**config.mk**
```make
export PLATFORM = sky130hd
export DESIGN_NAME = contiguous_page_allocator_unit
export DESIGN_NICKNAME = d
export VERILOG_FILES = /design/src/hw/rtl/cpa_pkg.sv /design/src/hw/rtl/cpa_owner_ram.sv /design/src/hw/rtl/cpa_run_fit.sv /design/src/hw/rtl/contiguous_page_allocator_unit.sv
export VERILOG_INCLUDE_DIRS = /design/src /design/src/hw/rtl
export SDC_FILE = /design/constraint.sdc
export NUM_CORES = 2
export LEC_CHECK = 0
export BUFFER_PORTS_ARGS = -buffer_cell sky130_fd_sc_hd__buf_2
export CORE_MARGIN = 3
export CORE_UTILIZATION = 45
export CTS_CLUSTER_SIZE = 25
export DETAILED_ROUTE_END_ITERATION = 6
export PLACE_DENSITY_LB_ADDON = 0.05
export SYNTH_ARGS = -nofsm -noshare
export SYNTH_HDL_FRONTEND = slang
export SYNTH_SLANG_ARGS = --single-unit
export TNS_END_PERCENT = 50
```
**constraint.sdc**
```tcl
create_clock -name i_clk -period 7.2 [get_ports i_clk]
set_input_delay 1.44 -clock i_clk [delete_from_list [all_inputs] [get_ports i_clk]]
set_output_delay 1.44 -clock i_clk [all_outputs]
set_load 0.005 [all_outputs]
```
**src/hw/rtl/contiguous_page_allocator_unit_defines.svh**
```systemverilog
// Assertion macros for the page allocator RTL.
`ifndef CONTIGUOUS_PAGE_ALLOCATOR_UNIT_DEFINES_SVH
`define CONTIGUOUS_PAGE_ALLOCATOR_UNIT_DEFINES_SVH

`ifndef ASSERT_OFF
// Clocked check that is switched off while the reset is asserted.
`define CPA_ASSERT_RST(lbl, clk, rst_n, prop) \
    lbl: assert property (@(posedge clk) disable iff (!rst_n) prop) \
        else $error("contiguous_page_allocator_unit: check failed");
// Clocked check that also holds during reset.
`define CPA_ASSERT(lbl, clk, prop) \
    lbl: assert property (@(posedge clk) prop) \
        else $error("contiguous_page_allocator_unit: check failed");
`else
`define CPA_ASSERT_RST(lbl, clk, rst_n, prop)
`define CPA_ASSERT(lbl, clk, prop)
`endif

`endif

```
**src/hw/rtl/cpa_pkg.sv**
```systemverilog
`timescale 1ns / 1ps

package cpa_pkg;

    // One table entry: a used bit above a 4-bit owner.
    localparam int ENTRY_W = 5;
    localparam int PID_W   = 4;

    typedef enum logic [1:0] {
        MODE_REQ  = 2'd0,
        MODE_REL  = 2'd1,
        MODE_QRY  = 2'd2,
        MODE_NONE = 2'd3
    } t_mode;

    typedef enum logic [1:0] {
        POL_FIRST = 2'd0,
        POL_BEST  = 2'd1,
        POL_WORST = 2'd2,
        POL_BAD   = 2'd3
    } t_policy;

    typedef enum logic [1:0] {
        ST_OK     = 2'd0,
        ST_NOMEM  = 2'd1,
        ST_BADPOL = 2'd2
    } t_status;

    // Control handed from the sequencer to the run finder for each read beat.
    typedef struct packed {
        logic clr;
        logic beat;
        logic last;
        logic used;
    } t_scan_ctl;

    typedef struct packed {
        t_status           status;
        logic [7:0]        start_page;
        logic [8:0]        pages_granted;
        logic              page_free;
        logic [PID_W-1:0]  page_owner;
    } t_result;

endpackage

```
**src/hw/rtl/cpa_owner_ram.sv**
```systemverilog
`timescale 1ns / 1ps

module cpa_owner_ram #(
    parameter int DEPTH = 256,
    parameter int AW    = 8
) (
    input  logic                        i_clk,
    input  logic                        i_we,
    input  logic [AW-1:0]               i_waddr,
    input  logic [cpa_pkg::ENTRY_W-1:0] i_wdata,
    input  logic [AW-1:0]               i_raddr,
    output logic [cpa_pkg::ENTRY_W-1:0] o_rdata
);
    import cpa_pkg::*;

    logic [ENTRY_W-1:0] r_mem [DEPTH];
    logic [ENTRY_W-1:0] r_rdata;

    always_ff @(posedge i_clk) begin
        if (i_we) begin
            r_mem[i_waddr] <= i_wdata;
        end
        r_rdata <= r_mem[i_raddr];
    end

    assign o_rdata = r_rdata;

endmodule

```
**src/hw/rtl/cpa_run_fit.sv**
```systemverilog
`timescale 1ns / 1ps

module cpa_run_fit #(
    parameter int PAGE_COUNT = 256,
    parameter int IDX_W      = 8,
    parameter int CNT_W      = 9
) (
    input  logic               i_clk,
    input  logic               i_rst_n,
    input  cpa_pkg::t_scan_ctl i_ctl,
    input  logic [IDX_W-1:0]   i_addr,
    input  logic [CNT_W-1:0]   i_need,
    input  cpa_pkg::t_policy   i_policy,
    output logic               o_found,
    output logic [IDX_W-1:0]   o_start
);
    import cpa_pkg::*;

    logic             r_in_run;
    logic [IDX_W-1:0] r_cur_start;
    logic [CNT_W-1:0] r_cur_len;
    logic             r_found;
    logic [IDX_W-1:0] r_best_start;
    logic [CNT_W-1:0] r_best_len;

    logic [IDX_W-1:0] ext_start;
    logic [CNT_W-1:0] ext_len;
    logic             cand_vld;
    logic [IDX_W-1:0] cand_start;
    logic [CNT_W-1:0] cand_len;
    logic             take;

    // A run closes on a used page after free ones, or on a free last page.
    always_comb begin
        ext_start  = r_in_run ? r_cur_start : i_addr;
        ext_len    = r_in_run ? (r_cur_len + CNT_W'(1)) : CNT_W'(1);
        cand_vld   = (i_ctl.used && r_in_run) || (!i_ctl.used && i_ctl.last);
        cand_start = i_ctl.used ? r_cur_start : ext_start;
        cand_len   = i_ctl.used ? r_cur_len : ext_len;
        take = i_ctl.beat && cand_vld && (cand_len >= i_need) &&
               (!r_found ||
                ((i_policy == POL_BEST) && (cand_len < r_best_len)) ||
                ((i_policy == POL_WORST) && (cand_len > r_best_len)));
    end

    always_ff @(posedge i_clk) begin
        if (!i_rst_n || i_ctl.clr) begin
            r_in_run <= 1'b0;
            r_found  <= 1'b0;
        end else if (i_ctl.beat) begin
            r_in_run <= !i_ctl.used;
            if (take) begin
                r_found <= 1'b1;
            end
        end
        if (i_ctl.beat && !i_ctl.used) begin
            r_cur_start <= ext_start;
            r_cur_len   <= ext_len;
        end
        if (take) begin
            r_best_start <= cand_start;
            r_best_len   <= cand_len;
        end
    end

    assign o_found = r_found;
    assign o_start = r_best_start;

endmodule

```
**src/hw/rtl/contiguous_page_allocator_unit.sv**
```systemverilog
`timescale 1ns / 1ps
`include "contiguous_page_allocator_unit_defines.svh"
//
// Channel   Direction  Handshake                   Payload
// s stream  in         i_s_tvalid / o_s_tready     i_s_tdata (40 bits, one command)
// m stream  out        o_m_tvalid / i_m_tready     o_m_tdata (24 bits, one result)
//
// After reset the owner table is cleared one entry per cycle, and no command
// is taken until that pass ends.
// A request or a release scans the full table through the single read
// port of the owner memory; a query reads only the one page it names.
// One command is worked on at a time; a finished result waits in the output
// register while the next command is already taken.
//
module contiguous_page_allocator_unit #(
    parameter int PAGE_COUNT = 256,  // pages in the table, 8 to 256
    parameter int PAGE_SIZE  = 4096  // bytes per page, a power of two
) (
    input  logic        i_clk,
    input  logic        i_rst_n,
    input  logic        i_s_tvalid,
    output logic        o_s_tready,
    // mode[1:0], process_id[5:2], size_bytes[26:6], fit_policy[28:27],
    // page_index[36:29], zeros above
    input  logic [39:0] i_s_tdata,
    output logic        o_m_tvalid,
    input  logic        i_m_tready,
    // status[1:0], start_page[9:2], pages_granted[18:10], page_free[19],
    // page_owner[23:20]
    output logic [23:0] o_m_tdata
);
    import cpa_pkg::*;

    localparam int IDX_W = $clog2(PAGE_COUNT);
    localparam int CNT_W = $clog2(PAGE_COUNT + 1);
    localparam int PG_SH = $clog2(PAGE_SIZE);
    localparam logic [IDX_W-1:0] LAST_IDX = IDX_W'(PAGE_COUNT - 1);
    localparam logic [20:0]      SZ_MASK  = 21'(PAGE_SIZE - 1);

    typedef enum logic [2:0] {
        S_CLEAR,
        S_IDLE,
        S_SCAN,
        S_DECIDE,
        S_FILL,
        S_QRY,
        S_DONE
    } t_state;

    // Fields of the incoming transaction.
    t_mode       in_mode;
    logic [3:0]  in_pid;
    logic [20:0] in_size;
    t_policy     in_policy;
    logic [7:0]  in_pidx;
    logic [21:0] in_need;
    logic        in_need_big;
    logic [IDX_W-1:0] in_pidx_addr;

    assign in_mode   = t_mode'(i_s_tdata[1:0]);
    assign in_pid    = i_s_tdata[5:2];
    assign in_size   = i_s_tdata[26:6];
    assign in_policy = t_policy'(i_s_tdata[28:27]);
    assign in_pidx   = i_s_tdata[36:29];

    // Round the byte size up to whole pages.
    assign in_need      = 22'(in_size >> PG_SH) + 22'(|(in_size & SZ_MASK));
    assign in_need_big  = in_need > 22'(PAGE_COUNT);
    assign in_pidx_addr = IDX_W'({{IDX_W{1'b0}}, in_pidx});

    t_state           r_state, n_state;
    logic [IDX_W-1:0] r_addr, n_addr;
    logic             r_issue, n_issue;
    logic             r_beat, n_beat;
    logic [IDX_W-1:0] r_beat_addr, n_beat_addr;
    logic [CNT_W-1:0] r_rem, n_rem;
    t_mode            r_mode, n_mode;
    logic [3:0]       r_pid, n_pid;
    t_policy          r_policy, n_policy;
    logic [CNT_W-1:0] r_need, n_need;
    logic             r_q_ok, n_q_ok;
    t_result          r_res, n_res;
    logic             r_out_valid, n_out_valid;
    logic [23:0]      r_out_data, n_out_data;

    logic                ram_we;
    logic [IDX_W-1:0]    ram_waddr;
    logic [ENTRY_W-1:0]  ram_wdata;
    logic [IDX_W-1:0]    ram_raddr;
    logic [ENTRY_W-1:0]  ram_rdata;

    t_scan_ctl        scan_ctl;
    logic             fit_found;
    logic [IDX_W-1:0] fit_start;
    logic             accept;

    assign o_s_tready = (r_state == S_IDLE);
    assign accept     = i_s_tvalid && o_s_tready;

    // A query reads its page straight from the incoming transaction.
    assign ram_raddr = (r_state == S_IDLE) ? in_pidx_addr : r_addr;

    assign scan_ctl.clr  = accept;
    assign scan_ctl.beat = r_beat && (r_mode == MODE_REQ);
    assign scan_ctl.last = (r_beat_addr == LAST_IDX);
    assign scan_ctl.used = ram_rdata[ENTRY_W-1];

    cpa_owner_ram #(
        .DEPTH (PAGE_COUNT),
        .AW    (IDX_W)
    ) u_ram (
        .i_clk   (i_clk),
        .i_we    (ram_we),
        .i_waddr (ram_waddr),
        .i_wdata (ram_wdata),
        .i_raddr (ram_raddr),
        .o_rdata (ram_rdata)
    );

    cpa_run_fit #(
        .PAGE_COUNT (PAGE_COUNT),
        .IDX_W      (IDX_W),
        .CNT_W      (CNT_W)
    ) u_fit (
        .i_clk    (i_clk),
        .i_rst_n  (i_rst_n),
        .i_ctl    (scan_ctl),
        .i_addr   (r_beat_addr),
        .i_need   (r_need),
        .i_policy (r_policy),
        .o_found  (fit_found),
        .o_start  (fit_start)
    );

    always_comb begin
        n_state     = r_state;
        n_addr      = r_addr;
        n_issue     = r_issue;
        n_beat      = 1'b0;
        n_beat_addr = r_addr;
        n_rem       = r_rem;
        n_mode      = r_mode;
        n_pid       = r_pid;
        n_policy    = r_policy;
        n_need      = r_need;
        n_q_ok      = r_q_ok;
        n_res       = r_res;
        n_out_valid = r_out_valid && !i_m_tready;
        n_out_data  = r_out_data;
        ram_we      = 1'b0;
        ram_waddr   = r_addr;
        ram_wdata   = '0;

        unique case (r_state)
            S_CLEAR: begin
                // Clearing pass: every entry becomes free with owner zero.
                ram_we = 1'b1;
                n_addr = r_addr + IDX_W'(1);
                if (r_addr == LAST_IDX) begin
                    n_addr  = '0;
                    n_state = S_IDLE;
                end
            end
            S_IDLE: begin
                if (accept) begin
                    n_mode   = in_mode;
                    n_pid    = in_pid;
                    n_policy = in_policy;
                    n_need   = CNT_W'(in_need);
                    n_q_ok   = (32'(in_pidx) < 32'(PAGE_COUNT));
                    n_res    = '0;
                    n_addr   = '0;
                    unique case (in_mode)
                        MODE_REQ: begin
                            if (in_policy == POL_BAD) begin
                                n_res.status = ST_BADPOL;
                                n_state      = S_DONE;
                            end else if (in_need_big) begin
                                n_res.status = ST_NOMEM;
                                n_state      = S_DONE;
                            end else begin
                                n_issue = 1'b1;
                                n_state = S_SCAN;
                            end
                        end
                        MODE_REL: begin
                            n_issue = 1'b1;
                            n_state = S_SCAN;
                        end
                        MODE_QRY: begin
                            n_state = S_QRY;
                        end
                        MODE_NONE: begin
                            n_state = S_DONE;
                        end
                    endcase
                end
            end
            S_SCAN: begin
                // Reads go out one per cycle; each comes back from the memory's output register.
                if (r_issue) begin
                    n_beat = 1'b1;
                    if (r_addr == LAST_IDX) begin
                        n_issue = 1'b0;
                    end else begin
                        n_addr = r_addr + IDX_W'(1);
                    end
                end
                if (r_beat) begin
                    if ((r_mode == MODE_REL) && ram_rdata[ENTRY_W-1] &&
                        (ram_rdata[PID_W-1:0] == r_pid)) begin
                        ram_we    = 1'b1;
                        ram_waddr = r_beat_addr;
                    end
                    if (r_beat_addr == LAST_IDX) begin
                        n_state = (r_mode == MODE_REQ) ? S_DECIDE : S_DONE;
                    end
                end
            end
            S_DECIDE: begin
                if (!fit_found) begin
                    n_res.status = ST_NOMEM;
                    n_state      = S_DONE;
                end else begin
                    n_res.status        = ST_OK;
                    n_res.start_page    = 8'(fit_start);
                    n_res.pages_granted = 9'(r_need);
                    n_addr              = fit_start;
                    n_rem               = r_need;
                    // A zero-page grant leaves the table as it is.
                    n_state = (r_need == '0) ? S_DONE : S_FILL;
                end
            end
            S_FILL: begin
                ram_we    = 1'b1;
                ram_wdata = {1'b1, r_pid};
                n_addr    = r_addr + IDX_W'(1);
                n_rem     = r_rem - CNT_W'(1);
                if (r_rem == CNT_W'(1)) begin
                    n_state = S_DONE;
                end
            end
            S_QRY: begin
                if (r_q_ok) begin
                    if (ram_rdata[ENTRY_W-1]) begin
                        n_res.page_owner = ram_rdata[PID_W-1:0];
                    end else begin
                        n_res.page_free = 1'b1;
                    end
                end
                n_state = S_DONE;
            end
            S_DONE: begin
                if (!r_out_valid || i_m_tready) begin
                    n_out_valid = 1'b1;
                    n_out_data  = {r_res.page_owner, r_res.page_free,
                                   r_res.pages_granted, r_res.start_page,
                                   r_res.status};
                    n_state     = S_IDLE;
                end
            end
            default: begin
                n_state = S_IDLE;
            end
        endcase
    end

    always_ff @(posedge i_clk) begin
        if (!i_rst_n) begin
            r_state     <= S_CLEAR;
            r_addr      <= '0;
            r_issue     <= 1'b0;
            r_beat      <= 1'b0;
            r_out_valid <= 1'b0;
        end else begin
            r_state     <= n_state;
            r_addr      <= n_addr;
            r_issue     <= n_issue;
            r_beat      <= n_beat;
            r_out_valid <= n_out_valid;
        end
        r_beat_addr <= n_beat_addr;
        r_rem       <= n_rem;
        r_mode      <= n_mode;
        r_pid       <= n_pid;
        r_policy    <= n_policy;
        r_need      <= n_need;
        r_q_ok      <= n_q_ok;
        r_res       <= n_res;
        r_out_data  <= n_out_data;
    end

    assign o_m_tvalid = r_out_valid;
    assign o_m_tdata  = r_out_data;

    // A chosen run always holds the whole grant inside the table.
    `CPA_ASSERT_RST(a_grant_in_table, i_clk, i_rst_n, (r_state == S_DECIDE && fit_found) |-> ((32'(fit_start) + 32'(r_need)) <= PAGE_COUNT))
    // The table is written only by the clearing pass, a release scan or a fill.
    `CPA_ASSERT_RST(a_write_phase, i_clk, i_rst_n, ram_we |-> (r_state == S_CLEAR || r_state == S_SCAN || r_state == S_FILL))
    // A finished result waits while the output register is still occupied.
    `CPA_ASSERT_RST(a_done_waits, i_clk, i_rst_n, (r_state == S_DONE && r_out_valid && !i_m_tready) |=> (r_state == S_DONE))

endmodule

```
[Yosys cells after proc, flatten, opt, wreduce, memory -nomap -nowiden]
Memories as Yosys holds them, arrays and structs flattened. A register that Yosys moved wholly into a read port is not among the register bits.
Index checks and enable logic that the tools add are counted.
W data, S select, Z words.
Storage, ports and cells
  flip-flop bits (word level): 132
  output and inout bits: 26
  memory bits (writable): 1280
  logic and storage cells: 164
  memories: 1
Memories
  u_ram.r_mem: depth 256, width 5, rd ports 1, clocked after memory_dff 1, write ports 1, line cpa_owner_ram.sv:16  | logic [ENTRY_W-1:0] r_mem [DEPTH];
Operators by class
  add/subtract/negate cells: 4
  $lt $le $gt $ge: 4
  muxes and demuxes: 55
  reduce and logical (&&, ||, !) cells: 46
  eq/ne operators: 31
Operator list (number)
  $mux W8: 11
  $pmux W8 S5: 1
  $pmux W19 S2: 1
  $mux W3: 9
  $mux W9: 3
  $mux W24: 1
  $pmux W3 S7: 1
  $pmux W9 S2: 1
  $mux W17: 1
  $eq A8 B8 Y1 const B: 2
  $mux W1: 15
  $ne A2 B2 Y1 const B: 7
  $logic_and A1 B1 Y1: 13
  $pmux W3 S4: 1
  $reduce_and A2 Y1: 6
  $reduce_or A12 Y1: 1
  $add A9 B1 Y10: 1
  $gt A10 B9 Y1 const B: 1
  $pmux W5 S2: 1
  $reduce_and A5 Y1: 2
  $add A9 B1 Y9 const B: 1
  $eq A3 B3 Y1 const B: 3
  $eq A9 B1 Y1 const B: 1
  $ge A9 B9 Y1: 1
  other kinds (26): 55

[Logic depth before layout (Yosys ltp)]
  depth after elaboration: 9
  gate-level depth with buffers: 13
  depth with buffers taken out: 12

[Hierarchy]
Synthesis repeated with hierarchy kept, for this count alone.
Unflattened totals
  cells, all modules: 3037
  area, all modules: 56798.2 um2
Modules (own cells, without submodules)
  cpa_owner_ram: cells an instance 2497, area each 50284.5 um2, instances 1, seq. area each 38537.0 um2
  contiguous_page_allocator_unit: cells an instance 377, area each 4425.5 um2, instances 1, seq. area each 2662.6 um2
  cpa_run_fit: cells an instance 163, area each 2088.3 um2, instances 1, seq. area each 1061.0 um2

[Worst setup path before layout]
No wires, ideal clock.
  kind: reg2reg
  from: reg r_state[1]
  to: mem u_ram.r_mem[0][4], data pin
  library setup time: 1.046 ns
  setup slack: 1.179 ns
  data required time: 6.154 ns
  clock period less this slack: 6.021 ns
  data arrival time: 4.975 ns
  path buffers: 3
  stages on the path, launching flop included: 5
  cells stage by stage: dfxtp_1 > clkbuf_1 > clkbuf_1 > nor2_1 > clkbuf_1
On the way
  word-level cells in the longest chain between the ends: 2
Ends and longest elaborated chain
  from (decl): line contiguous_page_allocator_unit.sv:71  | t_state r_state, n_state;
  from (signal assigned): line contiguous_page_allocator_unit.sv:276  | r_state <= n_state;
  $eq A3 B3 Y1: line contiguous_page_allocator_unit.sv:154  | unique case (r_state)
  $mux W5: line contiguous_page_allocator_unit.sv:154
  named net ram_wdata[4]: line contiguous_page_allocator_unit.sv:88  | logic [ENTRY_W-1:0] ram_wdata;
  to (decl): line cpa_owner_ram.sv:16
The timed path passes the listed nets, and every way through them passes these cells.

[Final worst setup path]
  from: reg r_state[1]
  to: reg u_ram.r_rdata[4] (netlist: u_ram.o_rdata[4]), read port of u_ram.r_mem
On the way
  word-level cells in the longest chain between the ends: 2
Ends and longest elaborated chain
  $eq A3 B1 Y1: line contiguous_page_allocator_unit.sv:101  | assign ram_raddr = (r_state == S_IDLE) ? in_pidx_addr : r_addr;
  $mux W8: line contiguous_page_allocator_unit.sv:101
  to (decl): line cpa_owner_ram.sv:17  | logic [ENTRY_W-1:0] r_rdata;
Every way passes these cells.
A chain may end at the register's enable or synchronous reset.

==> metrics.txt <==
launch instance of the worst register-to-register path=r_state[1]; number of nets in the final layout=between 4000 and 5000; largest family of logic cells by synthesized area=simple AND/OR/NAND/NOR gates; worst path cell trace=buf_4 -> or3b_4 -> inv_1 -> nand2_1 -> o21ai_0 -> and3_1 -> buf_4 -> a32oi_1 -> nand4_1 -> o41ai_1 -> nand4_1; minimum clock period=approximately 5 ns; mux cell area share after synthesis=0.0455; number of non-filler instances in the completed layout=6286; fraction of final layout cells with drive strength greater than 1=0.0922; EDFF count, synth=around 1400; cell total after placement=roughly 6000; period utilization=0.696; async set-or-reset flop fraction in the synthesized netlist=0; post-detailed-routing wire length=166000 um; logic depth of the worst register-to-register path=11; Critical Path Source Type=flip-flop; final-report hold violation count=0; top area cells in the synthesized netlist=edfxtp_1, nand2_1, nand3_1; number of buffers between clock root and the deepest sink=3; switching part of the total power=0.226; actual slew at the worst max-slew pin=roughly 1.4 ns; GRT overflow=0; top flip-flop cell by instance count after synthesis=edfxtp_1; detailed placer's ending HPWL=~100000 um; post-route setup slack=about 2.2 ns; area of the mapped netlist=around 58000 um2; top-level port count=70; worst-skew pair later-pin latency=0.78 ns; data required time of the critical path=around 7.8 ns; area enclosed by the die boundary=about 130000 um2; Max IR drop VDD=around 0.25 mV; final-report max-slew violation count=0; total of max-cap violations=0; signal arrival time at the worst endpoint=~5.6 ns; CTS tree=built; first-pass GRT wire length=between 200000 and 250000 um; clock buffer count from CTS=around 150; overall routing resource usage=0.248; Final setup violation count=0; initial antenna violation count=13; critical setup path kind=flip-flop to flip-flop; GP Congestion=a little over 0.8; internal power summed over all cells=13.3 mW; clock sinks=approximately 1400; Leakage Power=about 21 nW; Compound-Gate Fraction of Synth Area=0.0355; Crit. End Element=flip-flop; adder and majority gate portion of the synthesized area=0.00516; startpoint of the worst hold path=r_res[1]; R2R Setup Slk=2.19 ns; RSZ-0062 raised after global routing=no; status=complete, no violations; number of cells on the worst hold path=0; number of instances resized during post-cts repair=0; Reg clk slew, reported paths=0.06 ns; Starting DRT DRC Count=between 3000 and 4000; IO buf count=66; remaining antenna violation count after routing=0; slowest CP cell=o41ai_1; effective utilization at floorplan=0.455; number of remaining DRC errors=0; pin count of the biggest net entering global routing=about 160; number of buffers inserted by post-CTS setup repair=0; vias=between 30000 and 40000; Mapped Cells=around 4500; ratio of routed vias to standard cells=5.73; final sum of negative setup slack=0 ns; number of detailed-route iterations in the first pass=5; Synth Area in XOR/XNOR=0.00362; tightest slew margin relative to the limit=0.0462; root buf cell=clkbuf_16; NetSw=just under 4 mW; ranking of synthesized cells by instance count=edfxtp_1, nand2_1, nand3_1; area fraction in and, or, nand and nor cells after synthesis=0.161; Max Fanout on Critical Path=39; average footprint of a synthesized cell=between 10 and 15 um2; HP Class=flip-flop to flip-flop; capturing point of the worst reg2reg path=u_ram.o_rdata[4]; share of synthesized area occupied by flip-flops and latches=0.727; dominant cell by count in the synthesized netlist=edfxtp_1; post-synth top area share=0.717; area inside the core boundary=128000 um2; total power per unit cell area=~260 nW/um2; via count of the first global-routing pass=34600; combinational cell fraction of total power=0.052; placement row count=roughly 130; net count of the mapped netlist=~4500; Hold EP=o_m_tdata[21]; Yosys warning total=0; horizontal die dimension=365 um; achievable frequency=approximately 200 MHz; level count of the clock H-tree=4; FF+latch count, synth=around 1400; Setup Skew=about 0.028 ns; fraction of power consumed by the clock network=0.426; average detailed-routed wire length per instance=about 26 um; most area-hungry cell type in the Yosys netlist=edfxtp_1; share of total power in sequential cells=0.522; Place WS=approximately 1.7 ns; Yosys cell types=67; delay of the slowest cell on the worst path=between 0.7 and 0.8 ns; total of hold buffers inserted after clock tree synthesis=0; die extent in y=365 um; synthesis-to-finish area growth=11.9%
power by group through the flow:
stage / registers (mW) / logic, mW / clock network, mW
after floorplan: 9.12 / 0.580 / 0
after global placement: 9.14 / 0.883 / 0
after detailed placement: 9.14 / 0.886 / 0
after CTS: 8.96 / 0.888 / 7.47
after global routing: 8.96 / 0.962 / 7.78
final: 8.97 / 0.888 / 7.32
critical path, delay by kind of cell (launching register included):
kind                   cells  cell delay, ns
AOI/OAI and AO/OA          3            1.63
buffers and inverters      3            1.12
DFF                        1            0.31
and+or+nand+nor            5            1.77
layer usage:
layer | up-vias | global-route usage | routed length (um) | share of wire
met2 | 1275 | 0.385 | 76100 | 0.46
met5 | - | 0 | 11 | 0.000066
met4 | 2 | 0.0798 | 4690 | 0.028
met1 | 18000 | 0.344 | 71300 | 0.43
li1 | 16500 | - | - | -
met3 | 249 | 0.0617 | 13900 | 0.084
worst max-delay path by stage:
stage	from	end	depth (start not counted)
after global routing	r_state[1]	u_ram.o_rdata[4]	11
after floorplan	r_state[1]	u_ram.r_mem[0][4]	4
final	r_state[1]	u_ram.o_rdata[4]	11
after global placement	i_s_tdata[30]	u_ram.o_rdata[0]	10
after detailed placement	i_s_tdata[30]	u_ram.o_rdata[0]	10
after CTS	r_state[1]	u_ram.o_rdata[4]	11
sequential cells by signal, indices dropped and copies added, names as in the netlist, 2 cells and up:
name               flops
n_beat_addr            8
o_m_tdata             24
r_beat_addr            8
r_mode                 2
r_need                 9
r_pid                  4
r_policy               2
r_rem                  9
r_res                 24
r_state                3
u_fit.o_start          8
u_fit.r_best_len       9
u_fit.r_cur_len        9
u_fit.r_cur_start      8
u_ram.o_rdata          5
u_ram.r_mem         1280
cell type report:
class | count | area (um2)
Tap cell | 1662 | 2080
Clock inverter | 73 | 519
Timing Repair Buffer | 162 | 1250
Multi-Input combinational cell | 2743 | 14700
Antenna cell | 3 | 7.51
Inverter | 28 | 105
Fill cell | 11100 | 62800
Sequential cell | 1417 | 42300
Clock buffer | 198 | 4070
cell usage in the layout, fill, tap and decap left out, types with 10 or more instances in the layout:
| cell type | count |
|---|---|
| nand2_1 | 1045 |
| nor2b_1 | 26 |
| o31ai_1 | 15 |
| clkinv_2 | 19 |
| ha_1 | 24 |
| clkbuf_1 | 41 |
| buf_12 | 16 |
| o41ai_1 | 10 |
| nor2_1 | 311 |
| inv_1 | 28 |
| dfxtp_1 | 29 |
| and3_1 | 21 |
| mux2i_1 | 225 |
| nand2b_1 | 18 |
| nor4_1 | 12 |
| buf_2 | 66 |
| clkbuf_16 | 156 |
| xor2_1 | 12 |
| nand3_1 | 582 |
| xnor2_1 | 12 |
| nor3_1 | 19 |
| mux2_2 | 26 |
| o2111ai_1 | 13 |
| edfxtp_1 | 1388 |
| a21oi_1 | 42 |
| buf_4 | 80 |
| o22ai_1 | 12 |
| a32oi_1 | 42 |
| clkinv_1 | 34 |
| a31oi_1 | 29 |
| nand4_1 | 74 |
| and2_1 | 14 |
| o21ai_0 | 33 |
per-stage QoR:
step / util / hold slack (ns) / area (um2) / total power [mW]
final: 0.509 / 0.417 / 65000 / 17.2
after global routing: 0.509 / 0.420 / 65000 / 17.7
after CTS: 0.509 / 0.418 / 65000 / 17.3
after detailed placement: 0.473 / 0.405 / 60400 / 10.0
after global placement: 0.473 / 0.401 / 60400 / 10.0
after floorplan: - / 0.329 / 58100 / 9.70
cell families (layout without fill, tap and decap cells):
| logic type | Yosys count | count (layout) |
|---|---|---|
| muxes | 256 | 256 |
| other | 0 | 3 |
| and+or+nand+nor | 2156 | 2156 |
| xor gates and xnor gates | 24 | 24 |
| AOI/OAI and AO/OA | 283 | 283 |
| buffers and inverters | 303 | 461 |
| DFF | 1417 | 1417 |
| adders and majority gates | 24 | 24 |
Power figures use the tool's default switching activity.
